===== src/rtl/core/sei_ram.sv =====
// ----------------------------------------------------------------------------
// sei_ram: generic simple dual-port RAM
// One write port and one read port with registered read data.
// ----------------------------------------------------------------------------
module sei_ram #(
   parameter int WIDTH = 8,
   parameter int DEPTH = 256
) (
   input  logic                     clock,
   input  logic                     wr_en,
   input  logic [$clog2(DEPTH)-1:0] wr_addr,
   input  logic [WIDTH-1:0]         wr_data,
   input  logic [$clog2(DEPTH)-1:0] rd_addr,
   output logic [WIDTH-1:0]         rd_data
);

   logic [WIDTH-1:0] mem_ff [DEPTH];
   logic [WIDTH-1:0] rd_data_ff;

   always_ff @(posedge clock) begin
      if (wr_en) begin
         mem_ff[wr_addr] <= wr_data;
      end
      rd_data_ff <= mem_ff[rd_addr];
   end

   assign rd_data = rd_data_ff;

endmodule


===== config.mk =====
export PLATFORM = sky130hd
export DESIGN_NAME = sei_ram
export DESIGN_NICKNAME = d
export VERILOG_FILES = /design/src/rtl/core/sei_ram.sv
export SDC_FILE = /design/constraint.sdc
export NUM_CORES = 2
export LEC_CHECK = 0
export BUFFER_PORTS_ARGS = -buffer_cell sky130_fd_sc_hd__buf_2
export CORE_MARGIN = 2
export CORE_UTILIZATION = 55
export CTS_CLUSTER_DIAMETER = 200
export DETAILED_ROUTE_END_ITERATION = 6
export GPL_ROUTABILITY_DRIVEN = 0
export GPL_TIMING_DRIVEN = 0
export PLACE_DENSITY = 0.82
export REMOVE_ABC_BUFFERS = 1
export SETUP_SLACK_MARGIN = 0.02
export SYNTH_ARGS = -nofsm -noshare
export SYNTH_HDL_FRONTEND = slang
export SYNTH_SLANG_ARGS = --single-unit

===== constraint.sdc =====
create_clock -name clock -period 2.1 [get_ports clock]
set_clock_uncertainty 0.15 [all_clocks]
set_input_delay 0.105 -clock clock [delete_from_list [all_inputs] [get_ports clock]]
set_output_delay 0.105 -clock clock [all_outputs]
set_load 0.005 [all_outputs]

==> summary.md <==
| Metric | Value |
|---|---|
| Final Cycle Share | `1.304` |
| Initial Util | `0.5538` |
| Drt initial violations | `7,409` |
| Reg2reg end | `rd_data[3]` |
| Cell count of the worst reg-to-reg path | `6` |
| F_max | `365.3 MHz` |
| Vias in the first global route | `41,949` |
| Synthesis Warnings | `0` |
| Commonest non-fill, non-tap cell in the layout | `edfxtp_1` |
| EDFF count, synth | `2,048` |
| Die Area | `147,700 sq um` |
| Worst-margin pin slew | `1.391 ns` |
| Failing checks | `design-rule violations, negative hold slack, max-capacitance violations, negative setup slack` |
| Vias | `42,172` |
| # IOs | `34` |
| Fin. Hold Viols | `3` |
| Worst setup SP type | `flop` |
| FF+latch area | `61,660 sq um` |
| FF-to-FF Start | `mem_ff[27][3]` |
| CP Class | `flop to flop` |
| Largest net degree at the start of global routing | `157` |
| Most frequent cells in the layout | `2,048 x edfxtp_1, 455 x mux4_2, 199 x clkbuf_16, 148 x nor2_2, 134 x mux2i_1` |
| Tmin final | `2.738 ns` |
| Crit path from | `mem_ff[27][3]` |
| Stages on worst setup path | `6` |
| Antenna Nets Post-Route | `0` |
| Unrepaired setup endpoints after global routing | `true` |
| Multi-input gate area | `18,140 sq um` |
| Clk root buf | `clkbuf_16` |
| Post-synth ARST share | `0` |
| Post-DP HPWL | `108,000 um` |
| Vias per cell | `7.121` |
| Num CTS Buffers | `193` |
| Dpl cells | `5,483` |
| Syn Inst Count | `3,733` |
| Mean post-synth cell area | `21.31 sq um` |
| Synth-to-Final Area Change | `14.65%` |
| VDD IR max | `643.4 uV` |
| First drt pass iteration count | `7` |
| Max FO, Critical Path | `1` |
| Share of layout cells above drive strength 1 | `0.2970` |
| CP bufs+invs | `0` |
| Slowest CP cell | `mux4_2` |
| Port bufs | `33` |
| Placed cell areas | `81,990 sq um` |
| MaxCap Viol Count | `1` |
| CP Capture Type | `flop` |
| Fin cells | `5,922` |
| Drc violations | `10` |
| Largest stage delay, worst path | `0.54 ns` |
| Pwr dens | `945.2 nW/um^2` |
| Sink Count | `2,056` |
| Req. time, crit path | `2.63 ns` |
| Mapped Area | `79,560 sq um` |
| H-Tree Depth | `4` |
| Skew-Pair Late Insertion Delay | `0.86 ns` |
| Post-synth top flop | `edfxtp_1` |
| Register area share after synthesis | `0.7750` |
| Total GRT Usage | `0.2884` |
| Endpoints failing setup | `262` |
| CTS tree | `done` |
| Final WS setup | `-0.6377 ns` |
| Relative slew slack | `0.06977` |
| Routed len/inst | `37.08 um` |
| Max Slew Vio Count | `0` |
| Rows | `139` |
| WL final | `219,600 um` |
| Overflow after GRT | `0` |
| Die width | `384.3 um` |
| #FFs+latches synth | `2,056` |
| Netlist cell types | `55` |
| Crit-path cells | `mux4_2, a22o_4, a221oi_4, o221ai_2, a211oi_4, nor4_4` |
| Outcome | `finished, violations left` |
| Worst EP arrival | `3.26 ns` |
| Worst reg2reg setup slack | `-0.64 ns` |
| Chip height | `384.3 um` |
| Fin nets | `3,871` |
| Dpl ws | `-3.175 ns` |
| Leak pwr | `27.86 nW` |
| Fin util | `0.6350` |
| Finished Cell Area | `91,220 sq um` |
| Clock Pin Slew Worst Setup and Hold Paths | `0.06 ns` |
| Initial antenna violation count | `10` |
| CTS max path bufs | `3` |
| Type of the worst min-delay path | `primary input to flop` |
| First-pass GRT wire length | `302,300 um` |
| Worst hold margin | `-0.004431 ns` |
| FILL cells | `8,684` |
| Core footprint | `143,700 sq um` |
| Worst setup path end | `rd_data[3]` |
| Crit path max-delay family | `compound AO/OA/AOI/OAI gates` |
synthesized netlist by cell type, types with 3 or more instances:
cell type     n  area, sq um
a22oi_1     133        998.5
buf_2        31        155.2
mux2i_1     134         1341
nand2_1      33        123.9
o211ai_1     10        75.07
a221oi_1     13        113.9
o32ai_1       4        35.03
buf_1        22        82.58
buf_12        8        160.2
nor2b_1      31        193.9
nor4_2        3        37.54
dfxtp_1       8        160.2
clkbuf_1    111        416.7
and2_1        6        37.54
nand2b_1      8        50.05
nand3_1      34        170.2
o21ai_0      10        50.05
buf_8        13        195.2
mux4_2      454        10220
a211oi_1     16        120.1
nor3_1       22        110.1
a22o_1        8        70.07
o221ai_1     46        402.9
edfxtp_1   2048        61500
o22a_1        5        43.79
buf_4        27        202.7
o22ai_1      28        175.2
a21oi_1      96        480.5
nand4_1      10        62.56
or2_2         4        25.02
nor4_1       24        150.1
buf_6        21        236.5
nor2_1      282         1059
registers in the layout (all words and copies together) (netlist names):
signal / count
mem_ff: 2048
rd_data: 8
layout make-up:
class	count	area share
diodes	12	0.0003292
clock buffers	234	0.05602
clock inverters	123	0.01462
inverters	2	0.0002195
multi-input cells	1442	0.1988
flip-flops and latches	2056	0.6760
well taps	1903	0.02610
repair buffers	150	0.02790
metrics by stage:
| step | total power [mW] | TNS (ns) |
|---|---|---|
| finish | 86.22 | -13.03 |
| global route | 87.62 | -10.42 |
| CTS | 85.61 | -206.22 |
| detailed placement | 50.07 | -1863.60 |
| global placement | 51.10 | -8050.25 |
| floorplan | 47.73 | -4.176 |
layer usage:
metal | global-route usage | up-vias | routed length [um]
met1 | 0.3644 | 21524 | 69380
met4 | 0.1539 | 8 | 14530
li1 | - | 15965 | -
met5 | 0 | - | 66
met3 | 0.07680 | 832 | 28290
met2 | 0.4610 | 3843 | 107300
worst min path at each step:
stage          cells past startpoint       start        endpoint
2_1_floorplan                      0  wr_data[0]    mem_ff[0][0]
3_3_place_gp                       1  rd_data[2]      rd_data[2]
3_5_place_dp                       1  rd_data[2]      rd_data[2]
4_1_cts                            3  wr_addr[1]  mem_ff[155][1]
5_1_grt                            4  wr_addr[1]  mem_ff[179][5]
6_report                           4  wr_addr[2]  mem_ff[162][6]
tightest hold or removal path, stage by stage:
cell and delay [ns]:
buf_2 0.20, nor2_4 0.12, nand2_1 0.19, nor2_2 0.16
cell families after synthesis:
family / share of synthesized area
multiplexers: 0.1462
buffers and inverters: 0.01831
flip-flops: 0.7750
AO/OA/AOI/OAI: 0.03419
AND/OR/NAND/NOR: 0.02628
report_power, final:
| part | leakage [nW] | internal [mW] | total [mW] | switching [mW] |
|---|---|---|---|---|
| logic | 6.23 | 1.63 | 4.70 | 3.07 |
| clock network | 3.16 | 20.5 | 36.2 | 15.7 |
| registers | 18.5 | 45.2 | 45.3 | 0.0667 |
| total | 27.9 | 67.4 | 86.2 | 18.8 |
what timing repair did:
action,4_1_cts,5_1_grt
hold endpoints to repair,1311,105
endpoints found under the setup margin,1283,1592
pin swaps,24,27
gates cloned,14,1
hold buffers,22,7
buffers inserted,7,19
resized for setup,182,247
Power figures use the tool's default switching activity.
